===== src/rtl/npsch_pkg.sv =====
`timescale 1ns / 1ps
// ----------------------------------------------------------------------------
// npsch_pkg
// Shared types and constants of the note preview scheduler.
// ----------------------------------------------------------------------------
package npsch_pkg;

  localparam int NPSCH_SLOTS = 16;

  localparam int REQ_W   = 2;
  localparam int CHAN_W  = 5;
  localparam int SCH_W   = 4;
  localparam int KEY_W   = 8;
  localparam int VEL_W   = 7;
  localparam int HOLD_W  = 15;
  localparam int REM_W   = 17;
  localparam int TICK_W  = 10;
  localparam int KIND_W  = 2;

  localparam logic [TICK_W-1:0] TICK_MS_RESET = 10'd10;

  // Request codes.
  localparam logic [REQ_W-1:0] REQ_PREVIEW = 2'd0;
  localparam logic [REQ_W-1:0] REQ_TICK    = 2'd1;
  localparam logic [REQ_W-1:0] REQ_CANCEL  = 2'd2;

  // Event kinds.
  localparam logic [KIND_W-1:0] EV_NOTE_ON  = 2'd0;
  localparam logic [KIND_W-1:0] EV_NOTE_OFF = 2'd1;
  localparam logic [KIND_W-1:0] EV_FULL     = 2'd2;
  localparam logic [KIND_W-1:0] EV_NONE     = 2'd3;

  typedef struct packed {
    logic              used;
    logic [KEY_W-1:0]  key;
    logic [SCH_W-1:0]  chan;
    logic [VEL_W-1:0]  vel;
    logic              on_pend;
    logic [REM_W-1:0]  rem;
  } slot_t;

  typedef struct packed {
    logic [KIND_W-1:0] kind;
    logic [CHAN_W-1:0] chan;
    logic [KEY_W-1:0]  key;
    logic [VEL_W-1:0]  vel;
  } event_t;

  // Controls handed from the sequencer to the slot update unit.
  typedef struct packed {
    logic [REQ_W-1:0]  op;
    logic              sel;
    logic              hit_mode;
    logic              send_offs;
  } proc_ctl_t;

  typedef enum logic [1:0] {
    ST_IDLE,
    ST_SCAN,
    ST_FLUSH
  } state_t;

  function automatic logic [CHAN_W-1:0] chan_out(input logic [SCH_W-1:0] c);
    chan_out = {1'b0, c} + 5'd1;
  endfunction

endpackage


===== src/rtl/npsch_cell.sv =====
`timescale 1ns / 1ps
// ----------------------------------------------------------------------------
// npsch_cell
// One table entry of the slot ring; shifts toward its neighbor on enable.
// ----------------------------------------------------------------------------
module npsch_cell (
  input  logic                       clk,
  input  logic                       rst,
  input  logic                       shift_en,
  input  npsch_pkg::slot_t           d,
  input  logic [npsch_pkg::KEY_W-1:0] cmp_key,
  input  logic [npsch_pkg::SCH_W-1:0] cmp_chan,
  output npsch_pkg::slot_t           q,
  output logic                       hit,
  output logic                       free
);
  import npsch_pkg::*;

  slot_t st;

  always_ff @(posedge clk) begin
    if (rst) begin
      st.used    <= 1'b0;
      st.on_pend <= 1'b0;
      st.rem     <= '0;
    end else if (shift_en) begin
      st <= d;
    end
  end

  assign q    = st;
  assign hit  = st.used && (st.key == cmp_key) && (st.chan == cmp_chan);
  assign free = !st.used;

endmodule


===== src/rtl/npsch_proc.sv =====
`timescale 1ns / 1ps
// ----------------------------------------------------------------------------
// npsch_proc
// Updates the entry at the head of the ring and forms the event it causes.
// ----------------------------------------------------------------------------
module npsch_proc (
  input  npsch_pkg::slot_t             head,
  input  npsch_pkg::proc_ctl_t         ctl,
  input  logic [npsch_pkg::SCH_W-1:0]  rq_chan,
  input  logic [npsch_pkg::KEY_W-1:0]  rq_key,
  input  logic [npsch_pkg::VEL_W-1:0]  rq_vel,
  input  logic [npsch_pkg::HOLD_W-1:0] rq_hold,
  input  logic [npsch_pkg::TICK_W-1:0] tick_ms,
  output npsch_pkg::slot_t             nxt,
  output logic                         ev_valid,
  output npsch_pkg::event_t            ev
);
  import npsch_pkg::*;

  logic              sounding;
  logic [REM_W-1:0]  step;
  logic [REM_W-1:0]  rem_dec;

  always_comb begin
    sounding = head.used && !head.on_pend && (head.rem != '0);
    step     = (tick_ms == '0) ? REM_W'(1) : REM_W'(tick_ms);
    rem_dec  = (head.rem > step) ? (head.rem - step) : '0;

    nxt      = head;
    ev_valid = 1'b0;
    ev.kind  = EV_NOTE_OFF;
    ev.chan  = chan_out(head.chan);
    ev.key   = head.key;
    ev.vel   = '0;

    case (ctl.op)
      REQ_PREVIEW: begin
        if (ctl.sel) begin
          if (ctl.hit_mode) begin
            ev_valid = sounding;
          end else begin
            nxt.used = 1'b1;
            nxt.key  = rq_key;
            nxt.chan = rq_chan;
          end
          nxt.vel     = rq_vel;
          nxt.on_pend = 1'b1;
          nxt.rem     = REM_W'(rq_hold);
        end
      end
      REQ_TICK: begin
        if (head.used) begin
          if (head.on_pend) begin
            nxt.on_pend = 1'b0;
            ev_valid    = 1'b1;
            ev.kind     = EV_NOTE_ON;
            ev.vel      = head.vel;
            if (head.rem == '0) nxt.used = 1'b0;
          end else if (head.rem != '0) begin
            nxt.rem = rem_dec;
            if (rem_dec == '0) begin
              ev_valid = 1'b1;
              nxt.used = 1'b0;
            end
          end else begin
            nxt.used = 1'b0;
          end
        end
      end
      REQ_CANCEL: begin
        ev_valid    = ctl.send_offs && sounding;
        nxt.used    = 1'b0;
        nxt.on_pend = 1'b0;
        nxt.rem     = '0;
      end
      default: begin
        nxt = head;
      end
    endcase
  end

endmodule


===== src/rtl/note_preview_scheduler_core.sv =====
`timescale 1ns / 1ps
// ----------------------------------------------------------------------------
// note_preview_scheduler_core
// Note preview table built as a ring of slot cells with one update unit.
// ----------------------------------------------------------------------------
//  channel   direction  handshake             payload
//  request   in         in_valid / in_stall   req_type channel key velocity
//                                             hold_ms send_offs
//  events    out        out_valid / out_stall event_kind out_channel out_key
//                                             out_velocity last
//  config    in         cfg_valid / cfg_ready cfg_data (tick_ms)
//
// Each item is accepted, then the ring rotates past the update unit slot by
// slot, then the final event is emitted. A stalled output holds the ring when
// a new event finds no room. Reset clears the table at once; there is no
// clearing pass.
// ----------------------------------------------------------------------------
module note_preview_scheduler_core #(
  parameter int SLOTS = npsch_pkg::NPSCH_SLOTS
) (
  input  logic                          clk,
  input  logic                          rst,
  input  logic                          in_valid,
  output logic                          in_stall,
  input  logic [npsch_pkg::REQ_W-1:0]   req_type,
  input  logic [npsch_pkg::CHAN_W-1:0]  channel,
  input  logic [npsch_pkg::KEY_W-1:0]   key,
  input  logic [npsch_pkg::VEL_W-1:0]   velocity,
  input  logic [npsch_pkg::HOLD_W-1:0]  hold_ms,
  input  logic                          send_offs,
  output logic                          out_valid,
  input  logic                          out_stall,
  output logic [npsch_pkg::KIND_W-1:0]  event_kind,
  output logic [npsch_pkg::CHAN_W-1:0]  out_channel,
  output logic [npsch_pkg::KEY_W-1:0]   out_key,
  output logic [npsch_pkg::VEL_W-1:0]   out_velocity,
  output logic                          last,
  input  logic                          cfg_valid,
  output logic                          cfg_ready,
  input  logic [npsch_pkg::TICK_W-1:0]  cfg_data
);
  import npsch_pkg::*;

  localparam int CW = (SLOTS > 1) ? $clog2(SLOTS) : 1;

  state_t state, state_next;

  logic [TICK_W-1:0] tick_ms;
  logic [REQ_W-1:0]  op;
  logic [SCH_W-1:0]  rq_chan;
  logic [KEY_W-1:0]  rq_key;
  logic [VEL_W-1:0]  rq_vel;
  logic [HOLD_W-1:0] rq_hold;
  logic              rq_offs;
  logic              hit_mode;
  logic [SLOTS-1:0]  sel;
  logic [CW-1:0]     cnt;

  event_t pend;
  logic   pend_valid;
  event_t out_ev;
  logic   out_last;

  slot_t            cell_q [SLOTS];
  slot_t            tail_d;
  logic [SLOTS-1:0] hit_vec;
  logic [SLOTS-1:0] free_vec;
  logic [SLOTS-1:0] hit_first;
  logic [SLOTS-1:0] free_first;
  logic [SCH_W-1:0] in_chan4;

  proc_ctl_t ctl;
  event_t    ev;
  event_t    none_ev;
  event_t    full_ev;
  logic      ev_valid;
  logic      accept;
  logic      out_free;
  logic      step_ok;
  logic      scan_end;
  logic      flush_ok;
  logic      out_load;

  assign in_chan4 = SCH_W'(channel - 5'd1);

  genvar g;
  generate
    for (g = 0; g < SLOTS; g++) begin : g_cell
      slot_t d_in;
      if (g == SLOTS - 1) begin : g_tail
        assign d_in = tail_d;
      end else begin : g_mid
        assign d_in = cell_q[g+1];
      end
      npsch_cell u_cell (
        .clk      (clk),
        .rst      (rst),
        .shift_en (step_ok),
        .d        (d_in),
        .cmp_key  (key),
        .cmp_chan (in_chan4),
        .q        (cell_q[g]),
        .hit      (hit_vec[g]),
        .free     (free_vec[g])
      );
    end
  endgenerate

  // Lowest set bit of each vector.
  assign hit_first  = hit_vec & (~hit_vec + SLOTS'(1));
  assign free_first = free_vec & (~free_vec + SLOTS'(1));

  assign ctl.op        = op;
  assign ctl.sel       = sel[cnt];
  assign ctl.hit_mode  = hit_mode;
  assign ctl.send_offs = rq_offs;

  npsch_proc u_proc (
    .head     (cell_q[0]),
    .ctl      (ctl),
    .rq_chan  (rq_chan),
    .rq_key   (rq_key),
    .rq_vel   (rq_vel),
    .rq_hold  (rq_hold),
    .tick_ms  (tick_ms),
    .nxt      (tail_d),
    .ev_valid (ev_valid),
    .ev       (ev)
  );

  always_comb begin
    none_ev.kind = EV_NONE;
    none_ev.chan = '0;
    none_ev.key  = '0;
    none_ev.vel  = '0;
    full_ev.kind = EV_FULL;
    full_ev.chan = chan_out(in_chan4);
    full_ev.key  = key;
    full_ev.vel  = '0;
  end

  // Control outputs.
  always_comb begin
    in_stall  = (state != ST_IDLE);
    cfg_ready = 1'b1;
    accept    = (state == ST_IDLE) && in_valid;
    out_free  = !out_valid || !out_stall;
    step_ok   = (state == ST_SCAN) && !(ev_valid && pend_valid && !out_free);
    scan_end  = step_ok && (cnt == CW'(SLOTS - 1));
    flush_ok  = (state == ST_FLUSH) && out_free;
    out_load  = (step_ok && ev_valid && pend_valid) || flush_ok;
  end

  // Next state.
  always_comb begin
    state_next = state;
    case (state)
      ST_IDLE:  if (accept) state_next = ST_SCAN;
      ST_SCAN:  if (scan_end) state_next = ST_FLUSH;
      ST_FLUSH: if (flush_ok) state_next = ST_IDLE;
      default:  state_next = ST_IDLE;
    endcase
  end

  always_ff @(posedge clk) begin
    if (rst) begin
      state      <= ST_IDLE;
      tick_ms    <= TICK_MS_RESET;
      cnt        <= '0;
      pend_valid <= 1'b0;
      out_valid  <= 1'b0;
    end else begin
      state <= state_next;
      if (cfg_valid && cfg_ready) tick_ms <= cfg_data;

      if (out_load) begin
        out_valid <= 1'b1;
      end else if (out_valid && !out_stall) begin
        out_valid <= 1'b0;
      end

      // Only a preview request can report a full table.
      if (accept) begin
        cnt        <= '0;
        pend_valid <= (req_type == REQ_PREVIEW) && (hit_vec == '0) && (free_vec == '0);
      end

      if (step_ok) begin
        cnt <= cnt + CW'(1);
        if (ev_valid) pend_valid <= 1'b1;
      end

      if (flush_ok) pend_valid <= 1'b0;
    end
  end

  // Request latch and event payloads.
  always_ff @(posedge clk) begin
    if (accept) begin
      op       <= req_type;
      rq_chan  <= in_chan4;
      rq_key   <= key;
      rq_vel   <= velocity;
      rq_hold  <= hold_ms;
      rq_offs  <= send_offs;
      hit_mode <= (hit_vec != '0);
      sel      <= (hit_vec != '0) ? hit_first : free_first;
      pend     <= full_ev;
    end
    if (step_ok && ev_valid) begin
      pend <= ev;
      if (pend_valid) begin
        out_ev   <= pend;
        out_last <= 1'b0;
      end
    end
    if (flush_ok) begin
      out_ev   <= pend_valid ? pend : none_ev;
      out_last <= 1'b1;
    end
  end

  assign event_kind   = out_ev.kind;
  assign out_channel  = out_ev.chan;
  assign out_key      = out_ev.key;
  assign out_velocity = out_ev.vel;
  assign last         = out_last;

endmodule


===== config.mk =====
export PLATFORM = sky130hd
export DESIGN_NAME = note_preview_scheduler_core
export DESIGN_NICKNAME = d
export VERILOG_FILES = /design/src/rtl/npsch_pkg.sv /design/src/rtl/npsch_cell.sv /design/src/rtl/npsch_proc.sv /design/src/rtl/note_preview_scheduler_core.sv
export SDC_FILE = /design/constraint.sdc
export NUM_CORES = 1
export LEC_CHECK = 0
export BUFFER_PORTS_ARGS = -buffer_cell sky130_fd_sc_hd__buf_2
export CAP_MARGIN = 10
export CORE_ASPECT_RATIO = 2
export CORE_MARGIN = 2
export CORE_UTILIZATION = 40
export DETAILED_ROUTE_END_ITERATION = 6
export PLACE_DENSITY = 0.66
export SYNTH_ARGS = -nofsm -noshare
export SYNTH_HDL_FRONTEND = slang
export SYNTH_SLANG_ARGS = --single-unit

===== constraint.sdc =====
create_clock -name clk -period 21.6 [get_ports clk]
set_clock_uncertainty 0.2 [all_clocks]
set_input_delay 0 -clock clk [delete_from_list [all_inputs] [get_ports clk]]
set_output_delay 0 -clock clk [all_outputs]
set_load 0.05 [all_outputs]

==> qor.txt <==
Finished Core Util = 0.4601
starting density of the core = 0.4036
FILL cells = 6279
Ys Warns = 0
Hold Crit Depth = 4
share of cells above drive strength 1 = 0.09210
Initial DRT Pass Iterations = 7
CTS max path bufs = 3
critical path's top delay family = buffers and inverters
final worst slack = 14.90 ns
largest net degree at the start of global routing = 117
Slew Limit Fails = 0
worst reg2reg path depth = 15
grt total ovfl = 0
post_cts resized = 0
first-pass GRT wire length = 100300 um
final WL = 63720 um
critical path's most frequent cell = buf_4
WHS = 0.1354 ns
# clock sinks = 725
Core Rows = 138
dpl ws = 14.94 ns
asr flop ratio synth = 0
Max Cap Viol = 0
number of routed nets with antenna violations = 0
DRC Markers = 0
CTS Buf Count = 58
syn avg cell area = 11.29 sq um
WP data required = 21.65 ns
status = finished clean
DR WL/cell = 17.79 um
clock root buffer = clkbuf_16
NumNets Final = 2690
CTS tree = done
Vias = 18711
Lkg Pwr = 10.72 nW
Yosys reg bits = 725
area leader, netlist = edfxtp_1
Final setup viols = 0
Max rail drop VDD = 0.07271 mV
latest clock arrival within the worst-skew pair = 0.64 ns
RSZ-0062 raised after global routing = no
Yosys top cell area share = 0.4235
Worst Hold Class = in -> reg
CP Capture Type = register
Max Fanout on Critical Path = 90
mapped cell area = 0.02850 sq mm
largest cells by area after synthesis = edfxtp_1 (42%), dfxtp_1 (23%), nand2_1 (8.2%), a21oi_1 (5.6%), xnor2_1 (4.6%)
Tcrit/Tclk final = 0.3103
core footprint = 0.07062 sq mm
setup_tns = 0 ns
vias in the first global route = 18726
minimum clock period = 6.702 ns
CP max stage delay = 0.97 ns
die width = 192.8 um
EDFF count, synth = 402
area grow syn2layout = 13.99%
pwr/cell area = 88.00 mW/mm^2
Setup CP Type = reg -> reg
CP arrival = 6.75 ns
fmax = 149.2 MHz
Max-slew headroom = 0.2342
WP buf/inv = 2
Post-DP HPWL = 41380 um
PortBufs = 76
clock slew at reported path FFs = 0.07 ns
GRT Util Overall = 0.1742
Slew @ Worst Pin = 1.149 ns
worst-path cell chain = nor4_1 -> a41o_1 -> ha_1 -> fa_1 -> nand2b_1 -> a21oi_1 -> o21a_1 -> or2_1 -> a311oi_1 -> nor4_2 -> o211ai_2 -> a31oi_4 -> nor2_4 -> buf_4 -> buf_4
DR vias/cell = 5.225
RePlAce Congestion = 0.8987
1st-iter DRT viols = 1383
antenna cells = 0
H-tree depth = 2
synth unique cells = 76
# IOs = 79
Die ar. = 0.07354 sq mm
final hold violation count = 0
Syn Nets = 2592
Die Ht = 381.5 um
Final Cell Area = 0.03249 sq mm
Cells after Synth = 2525
slowest stage cell, crit path = buf_4
Main synth FF type = edfxtp_1
CP Launch Type = register
CP Depth = 15
number of antenna violations at the first check in global routing = 1
register area share after synthesis = 0.6504
area post-placement = 0.02945 sq mm
## layout by cell type (no fill, tap or decap), types with 6 or more instances in the layout
master         instances
a21oi_1              317
clkbuf_16             61
buf_2                 75
inv_1                 40
mux2i_1               11
clkbuf_1               7
ha_1                  13
a222oi_1               6
or3_1                  9
nand4_1               42
nand2b_1              12
clkbuf_8               8
xnor2_1              151
edfxtp_1             402
nor2b_1               26
nand3_1               32
o32ai_1                9
xor2_1                40
o31ai_1               12
nor3_1                21
and3_1                 6
nor4_1                19
and2_1                11
a211oi_1              19
buf_4                 21
mux2_2                28
a21o_1                 7
xnor3_1                8
clkinv_2              10
nand2_1              621
o211ai_1               6
a311oi_1               6
dfxtp_1              323
o21ai_0               27
dlygate4sd3_1         99
nor2_1                62
## registers in the layout, summed over array words and instances, names as in the netlist, 2 cells and up
name / count
out_velocity: 7
state: 2
pend: 22
cnt: 4
tick_ms: 10
rq_key: 8
op: 2
out_key: 8
g_cell.u_cell.q: 608
rq_vel: 7
rq_hold: 15
event_kind: 2
rq_chan: 4
out_channel: 5
sel: 16
## worst register-to-register path, cell delays in order, from the launching register on
cell and delay (ns):
dfxtp_1 0.33, nor4_1 0.34, a41o_1 0.26, ha_1 0.21, fa_1 0.22, nand2b_1 0.16, a21oi_1 0.10, o21a_1 0.32
or2_1 0.36, a311oi_1 0.38, nor4_2 0.13, o211ai_2 0.38, a31oi_4 0.34, nor2_4 0.68, buf_4 0.86, buf_4 1.00
## per-layer routing
metal | share of wire | wire length [um] | GRT usage | vias up
li1 | - | - | - | 8958
met1 | 0.37 | 23440 | 0.1944 | 9123
met2 | 0.53 | 33980 | 0.3145 | 454
met3 | 0.039 | 2473 | 0.02206 | 174
met4 | 0.060 | 3815 | 0.09782 | 2
met5 | 0.00017 | 11 | 0 | -
## power by group
group | switching (mW) | internal (mW)
Sequential | 0.0310 | 1.51
Combinational | 0.122 | 0.0667
Clock | 0.501 | 0.627
Total | 0.654 | 2.21
## path summary, 6_finish.rpt
path | end | start | slack, ns
min reg2reg | g_cell[13].u_cell.q[19] | g_cell[14].u_cell.q[19] | 0.21
max reg2reg | g_cell[1].u_cell.q[18] | tick_ms[5] | 14.90
min | out_valid | out_stall | 0.14
max | g_cell[1].u_cell.q[18] | tick_ms[5] | 14.90
## timing repair
action | in CTS | in global routing
setup endpoints to repair | 0 | 0
hold buffers | 99 | 0
setup buffers | 0 | 0
hold endpoints to repair | 180 | 0
## synth_stat cells, types with 12 or more instances
master    instances
nand3_1          32
buf_2            55
dfxtp_1         323
xnor2_1         151
o21ai_0          27
nand4_1          42
nor4_1           19
xor2_1           40
o31ai_1          12
edfxtp_1        402
mux2_2           28
nand2_1         621
clkbuf_1         74
ha_1             13
nand2b_1         12
inv_1            40
a211oi_1         19
nor3_1           22
nor2b_1          26
a21oi_1         317
nor2_1           63
buf_4            12
## cell type report
cell class                 count  area [sq um]  share of cell area
clock buffer                  77          1670             0.05141
timing repair buffer         196          1539             0.04737
tap                          910          1139             0.03504
multi-input combinational   1600          9069              0.2791
sequential                   725         18540              0.5706
inverter                      42         157.7            0.004852
clock inverter                31         377.9             0.01163
## logic make-up after synthesis
| group | after synthesis | share of synthesized area |
|---|---|---|
| AND/OR/NAND/NOR | 888 | 0.1344 |
| other | 1 | 0.0001316 |
| buffers and inverters | 200 | 0.03323 |
| adder cells (fa/ha/maj) | 14 | 0.006409 |
| XOR/XNOR | 199 | 0.06501 |
| AO/OA/AOI/OAI | 455 | 0.09236 |
| flip-flops | 725 | 0.6504 |
| multiplexers | 43 | 0.01809 |
## metrics by stage
step | power (mW) | instances
floorplan | 1.712 | 2525
global placement | 1.743 | 3374
detailed placement | 1.747 | 3374
CTS | 2.891 | 3581
global route | 2.957 | 3581
finish | 2.859 | 3581
Note: power is estimated with default switching activity, not from simulation.
